**config.mk**
```make
export PLATFORM = sky130hd
export DESIGN_NAME = rational_arithmetic_unit
export DESIGN_NICKNAME = d
export VERILOG_FILES = /design/src/rtl/core/rau_pkg.sv /design/src/rtl/core/rau_addsub.sv /design/src/rtl/core/rational_arithmetic_unit.sv
export SDC_FILE = /design/constraint.sdc
export NUM_CORES = 2
export LEC_CHECK = 0
export ABC_AREA = 1
export BUFFER_PORTS_ARGS = -buffer_cell sky130_fd_sc_hd__buf_2
export CAP_MARGIN = 10
export CORE_MARGIN = 3
export CORE_UTILIZATION = 30
export DETAILED_ROUTE_END_ITERATION = 10
export SYNTH_ARGS = -nofsm -noshare
export SYNTH_HDL_FRONTEND = slang
export SYNTH_SLANG_ARGS = --single-unit
```
**constraint.sdc**
```tcl
create_clock -name clk -period 10.2 [get_ports clk]
set_clock_uncertainty 0.2 [all_clocks]
set_input_delay 1.53 -clock clk [delete_from_list [all_inputs] [get_ports clk]]
set_output_delay 1.53 -clock clk [all_outputs]
set_load 0.02 [all_outputs]
```
**src/rtl/core/rau_pkg.sv**
```systemverilog
`timescale 1ns / 1ps
// ----------------------------------------------------------------------------
// rau_pkg
// Shared constants and opcodes for the rational arithmetic unit.
// ----------------------------------------------------------------------------
package rau_pkg;

    localparam int OPERAND_WIDTH_DEF = 16;
    localparam int NUM_OUT_W         = 34;
    localparam int DEN_OUT_W         = 32;
    localparam int OP_W              = 4;

    typedef logic [OP_W-1:0] op_t;

    localparam op_t OP_ADD = 4'd0;
    localparam op_t OP_SUB = 4'd1;
    localparam op_t OP_MUL = 4'd2;
    localparam op_t OP_DIV = 4'd3;
    localparam op_t OP_EQ  = 4'd4;
    localparam op_t OP_GT  = 4'd5;
    localparam op_t OP_LT  = 4'd6;
    localparam op_t OP_GE  = 4'd7;
    localparam op_t OP_LE  = 4'd8;

endpackage

```
**src/rtl/core/rau_addsub.sv**
```systemverilog
`timescale 1ns / 1ps
// ----------------------------------------------------------------------------
// rau_addsub
// Shared adder/subtractor with carry out (carry = no borrow on subtract).
// ----------------------------------------------------------------------------
module rau_addsub #(
    parameter int WIDTH = 34
) (
    input  logic [WIDTH-1:0] a,
    input  logic [WIDTH-1:0] b,
    input  logic             sub,
    output logic [WIDTH-1:0] sum,
    output logic             carry
);

    logic [WIDTH-1:0] b_inv;
    logic [WIDTH:0]   total;

    assign b_inv = b ^ {WIDTH{sub}};
    assign total = {1'b0, a} + {1'b0, b_inv} + (WIDTH+1)'(sub);
    assign sum   = total[WIDTH-1:0];
    assign carry = total[WIDTH];

endmodule

```
**src/rtl/core/rational_arithmetic_unit.sv**
```systemverilog
`timescale 1ns / 1ps
// ----------------------------------------------------------------------------
// rational_arithmetic_unit
// Signed fraction add/sub/mul/div with gcd reduction, plus five comparisons.
// ----------------------------------------------------------------------------
// One word in, one word out. The block works on one word at a time: in_stall
// is high from the cycle after a word is taken until its result is moved to
// the output register, and a finished result may wait there under out_stall
// while the next word is already taken. Steps per word at OPERAND_WIDTH = W,
// with S = min(2W+1, 64) the internal magnitude width: the four cross products
// on the single W x W multiplier (one product per cycle), a combine step, then
// for arithmetic ops absolute value of numerator and denominator, the binary
// gcd (one halve, subtract or swap step per cycle plus a closing step; the
// step count depends on the values), two restoring divisions of S quotient
// bits plus a sign step each, and the output load. Comparisons go from the
// combine step straight to the output load, and unused opcodes go there
// straight from acceptance. Every add, subtract, compare and negate after the
// multiplier goes through one shared S+1 bit adder/subtractor. The result
// sign follows the operand signs as they come out of the cross products: a
// negative denominator stays negative. Both parts zero gives div_zero = 1 and
// 0/0.
// ----------------------------------------------------------------------------
module rational_arithmetic_unit
    import rau_pkg::*;
#(
    parameter int OPERAND_WIDTH = OPERAND_WIDTH_DEF
) (
    input  logic                            clk,
    input  logic                            rst_n,
    input  logic                            in_valid,
    output logic                            in_stall,
    input  logic [OP_W-1:0]                 op,
    input  logic signed [OPERAND_WIDTH-1:0] a_num,
    input  logic signed [OPERAND_WIDTH-1:0] a_den,
    input  logic signed [OPERAND_WIDTH-1:0] b_num,
    input  logic signed [OPERAND_WIDTH-1:0] b_den,
    output logic                            out_valid,
    input  logic                            out_stall,
    output logic signed [NUM_OUT_W-1:0]     res_num,
    output logic signed [DEN_OUT_W-1:0]     res_den,
    output logic                            cmp_true,
    output logic                            div_zero
);

    // Widths: PW product, SW signed sum / magnitude, UW shared unit.
    localparam int PW  = 2 * OPERAND_WIDTH;
    localparam int SW  = (PW + 1 > 64) ? 64 : PW + 1;
    localparam int UW  = SW + 1;
    localparam int CW  = $clog2(SW + 1);
    localparam int XNW = (SW > NUM_OUT_W) ? SW : NUM_OUT_W;
    localparam int XDW = (SW > DEN_OUT_W) ? SW : DEN_OUT_W;

    // Multiplier schedule: one cross product per cycle.
    localparam logic [1:0] MS_ANBD = 2'd0;
    localparam logic [1:0] MS_ADBN = 2'd1;
    localparam logic [1:0] MS_ADBD = 2'd2;
    localparam logic [1:0] MS_ANBN = 2'd3;

    typedef enum logic [3:0] {
        S_IDLE,
        S_MUL,
        S_COMB,
        S_ABS_N,
        S_ABS_D,
        S_GCD,
        S_DIV,
        S_NEG,
        S_DONE
    } state_t;

    state_t state_reg;

    // Operand and product registers
    op_t                      op_reg;
    logic signed [OPERAND_WIDTH-1:0] an_reg, ad_reg, bn_reg, bd_reg;
    logic [1:0]               step_reg;
    logic signed [PW-1:0]     p_anbd_reg, p_adbn_reg, p_adbd_reg, p_anbn_reg;

    // Reduction datapath
    logic [SW-1:0]            mn_reg, md_reg;     // num/den, then magnitudes
    logic                     sgn_n_reg, sgn_d_reg;
    logic [SW-1:0]            x_reg, y_reg;       // gcd operands
    logic [CW-1:0]            k_reg;              // common power of two
    logic [SW-1:0]            g_reg;
    logic [SW-1:0]            quo_reg, rem_reg;
    logic [CW-1:0]            cnt_reg;
    logic                     sel_reg;            // 0: numerator, 1: denominator

    // Result staging and output registers
    logic [SW-1:0]            rn_reg, rd_reg;
    logic                     cmp_reg, dz_reg;
    logic                     out_valid_reg;
    logic [NUM_OUT_W-1:0]     res_num_reg;
    logic [DEN_OUT_W-1:0]     res_den_reg;
    logic                     cmp_true_reg, div_zero_reg;

    // Multiplier
    logic signed [OPERAND_WIDTH-1:0] mul_a, mul_b;
    logic signed [PW-1:0]     mul_p;

    // Shared add/sub unit
    logic [UW-1:0]            u_a, u_b, u_sum;
    logic                     u_sub, u_carry;

    // Misc combinational
    logic                     cmp_eq, cmp_lt, cmp_res;
    logic [SW-1:0]            gcd_mag, gcd_val, neg_val;
    logic signed [XNW-1:0]    num_ext;
    logic signed [XDW-1:0]    den_ext;

    assign in_stall  = (state_reg != S_IDLE);
    assign out_valid = out_valid_reg;
    assign res_num   = res_num_reg;
    assign res_den   = res_den_reg;
    assign cmp_true  = cmp_true_reg;
    assign div_zero  = div_zero_reg;

    always_comb
    begin
        case (step_reg)
            MS_ANBD: begin mul_a = an_reg; mul_b = bd_reg; end
            MS_ADBN: begin mul_a = ad_reg; mul_b = bn_reg; end
            MS_ADBD: begin mul_a = ad_reg; mul_b = bd_reg; end
            default: begin mul_a = an_reg; mul_b = bn_reg; end
        endcase
    end

    assign mul_p = mul_a * mul_b;

    always_comb
    begin
        u_a   = '0;
        u_b   = '0;
        u_sub = 1'b1;
        unique case (state_reg)
            S_COMB:
            begin
                u_a   = UW'(p_anbd_reg);
                u_b   = UW'(p_adbn_reg);
                u_sub = (op_reg != OP_ADD);
            end
            S_ABS_N: u_b = {1'b0, mn_reg};
            S_ABS_D: u_b = {1'b0, md_reg};
            S_GCD:
            begin
                u_a = {1'b0, x_reg};
                u_b = {1'b0, y_reg};
            end
            S_DIV:
            begin
                u_a = {rem_reg, quo_reg[SW-1]};
                u_b = {1'b0, g_reg};
            end
            S_NEG: u_b = {1'b0, quo_reg};
            default: u_b = '0;
        endcase
    end

    rau_addsub #(
        .WIDTH (UW)
    ) u_addsub (
        .a     (u_a),
        .b     (u_b),
        .sub   (u_sub),
        .sum   (u_sum),
        .carry (u_carry)
    );

    // Comparison from lhs - rhs, exact in UW bits
    assign cmp_eq = (u_sum == '0);
    assign cmp_lt = u_sum[UW-1];

    always_comb
    begin
        case (op_reg)
            OP_EQ:   cmp_res = cmp_eq;
            OP_GT:   cmp_res = !cmp_lt && !cmp_eq;
            OP_LT:   cmp_res = cmp_lt;
            OP_GE:   cmp_res = !cmp_lt;
            default: cmp_res = cmp_lt || cmp_eq;
        endcase
    end

    assign gcd_mag = (x_reg == '0) ? y_reg : x_reg;
    assign gcd_val = gcd_mag << k_reg;
    assign neg_val = (sel_reg ? sgn_d_reg : sgn_n_reg) ? u_sum[SW-1:0] : quo_reg;
    assign num_ext = XNW'($signed(rn_reg));
    assign den_ext = XDW'($signed(rd_reg));

    always_ff @(posedge clk or negedge rst_n)
    begin
        if (!rst_n)
        begin
            state_reg     <= S_IDLE;
            op_reg        <= OP_ADD;
            an_reg        <= '0;
            ad_reg        <= '0;
            bn_reg        <= '0;
            bd_reg        <= '0;
            step_reg      <= MS_ANBD;
            p_anbd_reg    <= '0;
            p_adbn_reg    <= '0;
            p_adbd_reg    <= '0;
            p_anbn_reg    <= '0;
            mn_reg        <= '0;
            md_reg        <= '0;
            sgn_n_reg     <= 1'b0;
            sgn_d_reg     <= 1'b0;
            x_reg         <= '0;
            y_reg         <= '0;
            k_reg         <= '0;
            g_reg         <= '0;
            quo_reg       <= '0;
            rem_reg       <= '0;
            cnt_reg       <= '0;
            sel_reg       <= 1'b0;
            rn_reg        <= '0;
            rd_reg        <= '0;
            cmp_reg       <= 1'b0;
            dz_reg        <= 1'b0;
            out_valid_reg <= 1'b0;
            res_num_reg   <= '0;
            res_den_reg   <= '0;
            cmp_true_reg  <= 1'b0;
            div_zero_reg  <= 1'b0;
        end
        else
        begin
            // in S_DONE the output load below owns out_valid_reg
            if (out_valid_reg && !out_stall && state_reg != S_DONE)
            begin
                out_valid_reg <= 1'b0;
            end

            unique case (state_reg)
                S_IDLE:
                begin
                    if (in_valid)
                    begin
                        op_reg   <= op;
                        an_reg   <= a_num;
                        ad_reg   <= a_den;
                        bn_reg   <= b_num;
                        bd_reg   <= b_den;
                        step_reg <= MS_ANBD;
                        rn_reg   <= '0;
                        rd_reg   <= '0;
                        cmp_reg  <= 1'b0;
                        dz_reg   <= 1'b0;
                        // unused opcodes return all zero
                        state_reg <= (op > OP_LE) ? S_DONE : S_MUL;
                    end
                end

                S_MUL:
                begin
                    case (step_reg)
                        MS_ANBD: p_anbd_reg <= mul_p;
                        MS_ADBN: p_adbn_reg <= mul_p;
                        MS_ADBD: p_adbd_reg <= mul_p;
                        default: p_anbn_reg <= mul_p;
                    endcase
                    step_reg <= step_reg + 2'd1;
                    if (step_reg == MS_ANBN)
                    begin
                        state_reg <= S_COMB;
                    end
                end

                S_COMB:
                begin
                    state_reg <= S_ABS_N;
                    case (op_reg) inside
                        OP_ADD, OP_SUB:
                        begin
                            mn_reg <= u_sum[SW-1:0];   // wraps at SW bits
                            md_reg <= SW'(p_adbd_reg);
                        end
                        OP_MUL:
                        begin
                            mn_reg <= SW'(p_anbn_reg);
                            md_reg <= SW'(p_adbd_reg);
                        end
                        OP_DIV:
                        begin
                            mn_reg <= SW'(p_anbd_reg);
                            md_reg <= SW'(p_adbn_reg);
                        end
                        default:
                        begin
                            cmp_reg   <= cmp_res;
                            state_reg <= S_DONE;
                        end
                    endcase
                end

                S_ABS_N:
                begin
                    sgn_n_reg <= mn_reg[SW-1];
                    if (mn_reg[SW-1])
                    begin
                        mn_reg <= u_sum[SW-1:0];
                    end
                    state_reg <= S_ABS_D;
                end

                S_ABS_D:
                begin
                    sgn_d_reg <= md_reg[SW-1];
                    if (md_reg[SW-1])
                    begin
                        md_reg <= u_sum[SW-1:0];
                        y_reg  <= u_sum[SW-1:0];
                    end
                    else
                    begin
                        y_reg <= md_reg;
                    end
                    x_reg     <= mn_reg;
                    k_reg     <= '0;
                    state_reg <= S_GCD;
                end

                // binary gcd, one step per cycle
                S_GCD:
                begin
                    if (x_reg == '0 || y_reg == '0)
                    begin
                        if (gcd_val == '0)
                        begin
                            dz_reg    <= 1'b1;
                            state_reg <= S_DONE;
                        end
                        else
                        begin
                            g_reg     <= gcd_val;
                            quo_reg   <= mn_reg;
                            rem_reg   <= '0;
                            cnt_reg   <= '0;
                            sel_reg   <= 1'b0;
                            state_reg <= S_DIV;
                        end
                    end
                    else if (!x_reg[0] && !y_reg[0])
                    begin
                        x_reg <= x_reg >> 1;
                        y_reg <= y_reg >> 1;
                        k_reg <= k_reg + CW'(1);
                    end
                    else if (!x_reg[0])
                    begin
                        x_reg <= x_reg >> 1;
                    end
                    else if (!y_reg[0])
                    begin
                        y_reg <= y_reg >> 1;
                    end
                    else if (u_carry)
                    begin
                        x_reg <= u_sum[SW-1:0];      // x >= y
                    end
                    else
                    begin
                        x_reg <= y_reg;
                        y_reg <= x_reg;
                    end
                end

                // restoring division, one quotient bit per cycle
                S_DIV:
                begin
                    if (u_carry)
                    begin
                        rem_reg <= u_sum[SW-1:0];
                    end
                    else
                    begin
                        rem_reg <= u_a[SW-1:0];
                    end
                    quo_reg <= {quo_reg[SW-2:0], u_carry};
                    cnt_reg <= cnt_reg + CW'(1);
                    if (cnt_reg == CW'(SW - 1))
                    begin
                        state_reg <= S_NEG;
                    end
                end

                S_NEG:
                begin
                    if (!sel_reg)
                    begin
                        rn_reg    <= neg_val;
                        quo_reg   <= md_reg;
                        rem_reg   <= '0;
                        cnt_reg   <= '0;
                        sel_reg   <= 1'b1;
                        state_reg <= S_DIV;
                    end
                    else
                    begin
                        rd_reg    <= neg_val;
                        state_reg <= S_DONE;
                    end
                end

                S_DONE:
                begin
                    if (!out_valid_reg || !out_stall)
                    begin
                        res_num_reg   <= num_ext[NUM_OUT_W-1:0];
                        res_den_reg   <= den_ext[DEN_OUT_W-1:0];
                        cmp_true_reg  <= cmp_reg;
                        div_zero_reg  <= dz_reg;
                        out_valid_reg <= 1'b1;
                        state_reg     <= S_IDLE;
                    end
                end

                default: state_reg <= S_IDLE;
            endcase
        end
    end

endmodule

```
==> reports/results.ini <==
[clock_tree]
worstSkewPairLatency_ns = 0.70
cts.repair.resized = 0
cts_inserted_buffers = 69
cts_setup_buffers = 0
tritoncts = built
cts_sinks = 583
ctsHoldBuffers = 0
clockRootBuffer = clkbuf_16
cts.htree.levels = 3
clk_pin_slew_ns = 0.06
clock_path_buffers = 3

[sta]
drv_slew = 0
min_period_ns = 8.43
tns_ns = 0
fmaxAchievable_mhz = 119
rsz0062_at_grt = no
relSlewSlack_pct = 21.8
hold_violations = 0
setup_viol = 0
fin_crit_sh_pct = 82.6
tightest_slew_ns = 1.17

[floorplanning]
die-area_sq_mm = 0.148
dieHeight_microns = 385
core_sq_mm = 0.142
num_rows = 138
start_util_pct = 30.3
fp.dieW_microns = 385
io_pins = 142

[placed_design]
port-buffer-count = 141
place_hpwl_mm = 136
gp_congestion = 1.03

[yosys]
yosys_warnings = 0
synth_seq_area_share_pct = 33.9
avgSynthCellArea_sq_um = 7.80
yosys.cell_types.count = 59
synthCells = 5523
synth-seq-cells = 583
syn_area_sq_mm = 0.0431
synth_nets = 5981
async_flop_share_pct = 100
synthFlopType = dfrtp_1
synth_edf_count = 0

[status]
status = finished, final reports clean

[layout]
layout-drive-gt1-share_pct = 9.48
area_growth_pct = 11.5
fin_nets = 5985

[critical_path]
critical_path.max_stage_delay_ns = 0.71
critPathBufInv = 5
cpMostUsedCell = fa_1
worstSetupPathType = reg2reg
worstPathMaxFanout = 31
end_kind = register
slowest_stage = clkinv_1
worstSetupStartpointType = register
critPathRequiredTime_ns = 10.53
critical_path.top_delay_family = adder cells
worstPathArrival_ns = 8.75

[global_routing]
grtUsageTotal_pct = 24.3
antenna_found_initial = 3
grt_pass1_wl_mm = 268
grt_overflow = 0
grt_max_degree = 162
grt_pass1_vias = 39786

[min_path]
hold_class = reg2reg

[route]
drt-total-wl_mm = 182
drtAntennaViolNets = 0
drt_iter0_drc = 4238
vias = 40212
vias_per_cell = 5.38
wl_per_cell_microns = 24.3
drc = 0
dr.pass1.iters = 8

[run]
drv_cap = 0

-- placed cells by master, fill, tap and decap left out, types with 7 or more instances in the layout --
cell type,n
a211oi_1,22
a21oi_1,175
a221o_1,10
a221oi_1,32
a22o_1,9
a22oi_1,38
a31oi_1,36
buf_2,140
buf_4,80
clkbuf_1,18
clkbuf_16,69
clkbuf_8,8
clkinv_1,11
clkinv_2,12
dfrtp_1,583
fa_1,263
ha_1,123
inv_1,661
inv_2,21
mux2_2,114
nand2_1,1400
nand2_2,11
nand3_1,430
nand3b_1,24
nand4_1,59
nor2_1,357
nor2_2,11
nor3_1,26
nor4_1,7
o2111ai_1,9
o211ai_1,73
o21ai_0,447
o21ai_1,38
o21bai_1,9
o221ai_1,47
o22ai_1,43
or2_2,20
xnor2_1,44
xor2_1,32
-- metrics by stage --
step	hold slack [ns]	instance area (sq um)	std cells	setup slack, ns	utilization [%]
final	0.272	48000	7474	1.77	33.8
after global routing	0.289	48000	7470	1.14	33.8
after CTS	0.273	48000	7470	1.77	33.8
after detailed placement	0.258	45700	7346	1.76	32.2
after global placement	0.253	45700	7346	1.88	32.2
after floorplan	0.236	43100	5523	3.15	-
-- area by class of cell --
cell class	instances	area, sq um
fill	15118	94100
multi-input combinational	3952	24700
sequential	583	14600
inverter	696	2620
tap	1890	2360
clock buffer	95	1900
timing repair buffer	225	1400
clock inverter	29	393
antenna	4	10.0
-- cells in the mapped netlist (24+ instances only) --
master | instances | area, sq um
mux2_2 | 114 | 1280
buf_1 | 42 | 158
o221ai_1 | 47 | 412
o21ai_1 | 38 | 190
o211ai_1 | 73 | 548
nand2_1 | 1405 | 5270
nand3b_1 | 24 | 180
a21oi_1 | 176 | 881
clkbuf_1 | 228 | 856
a31oi_1 | 36 | 225
o21ai_0 | 448 | 2240
fa_1 | 263 | 5270
nand3_1 | 431 | 2160
nand4_1 | 59 | 369
inv_1 | 663 | 2490
nor2_1 | 364 | 1370
nor3_1 | 26 | 130
xor2_1 | 32 | 280
a22oi_1 | 38 | 285
a221oi_1 | 32 | 280
dfrtp_1 | 583 | 14600
xnor2_1 | 44 | 385
o22ai_1 | 43 | 269
ha_1 | 123 | 1540
-- worst register-to-register path, delay by kind of cell, from the launching register on --
| family | cells | cell delay [ns] |
|---|---|---|
| simple gates | 4 | 0.72 |
| buf+inv | 5 | 0.97 |
| compound gates | 7 | 2.20 |
| xor+xnor | 1 | 0.30 |
| fa+ha+maj | 8 | 3.50 |
| flops | 1 | 0.39 |
-- cell families (layout without fill, tap and decap cells) --
group	after synthesis	after routing	share of synthesized area, %
AND/OR/NAND/NOR	2360	2360	22.9
XOR/XNOR	77	77	1.58
multiplexers	115	115	3.00
buffers and inverters	988	1045	8.83
flip-flops	583	583	33.9
adder cells (fa/ha/maj)	386	386	15.8
other	0	4	0
AO/OA/AOI/OAI	1014	1014	14.0
-- routing by layer --
layer  GRT usage, %  vias up  part of all wire (%)
met4           15.3        2                   7.4
met2           37.4     1914                    43
met5              0        -                0.0072
met1           31.3    19714                    41
met3           4.77      467                   8.1
li1               -    18115                     -
-- final timing paths --
kind                                               to               startpoint  slack, ns  depth (start not counted)
hold / removal                  g_reg[30]$_DFFE_PN0P_    g_reg[30]$_DFFE_PN0P_       0.27                          2
hold reg to reg                 g_reg[30]$_DFFE_PN0P_    g_reg[30]$_DFFE_PN0P_       0.27                          2
setup / recovery           p_adbn_reg[24]$_DFFE_PN0P_  step_reg[0]$_DFFE_PN0P_       1.77                         25
max in group asynchronous       bn_reg[2]$_DFFE_PN0P_                    rst_n       6.93                          3
min in group asynchronous      rn_reg[20]$_DFFE_PN0P_                    rst_n       0.70                          1
setup reg to reg           p_adbn_reg[24]$_DFFE_PN0P_  step_reg[0]$_DFFE_PN0P_       1.77                         25
Power is left out: the tool's default activity adds up to more than one toggle a clock period on the data nets, which glitch-free logic cannot reach.
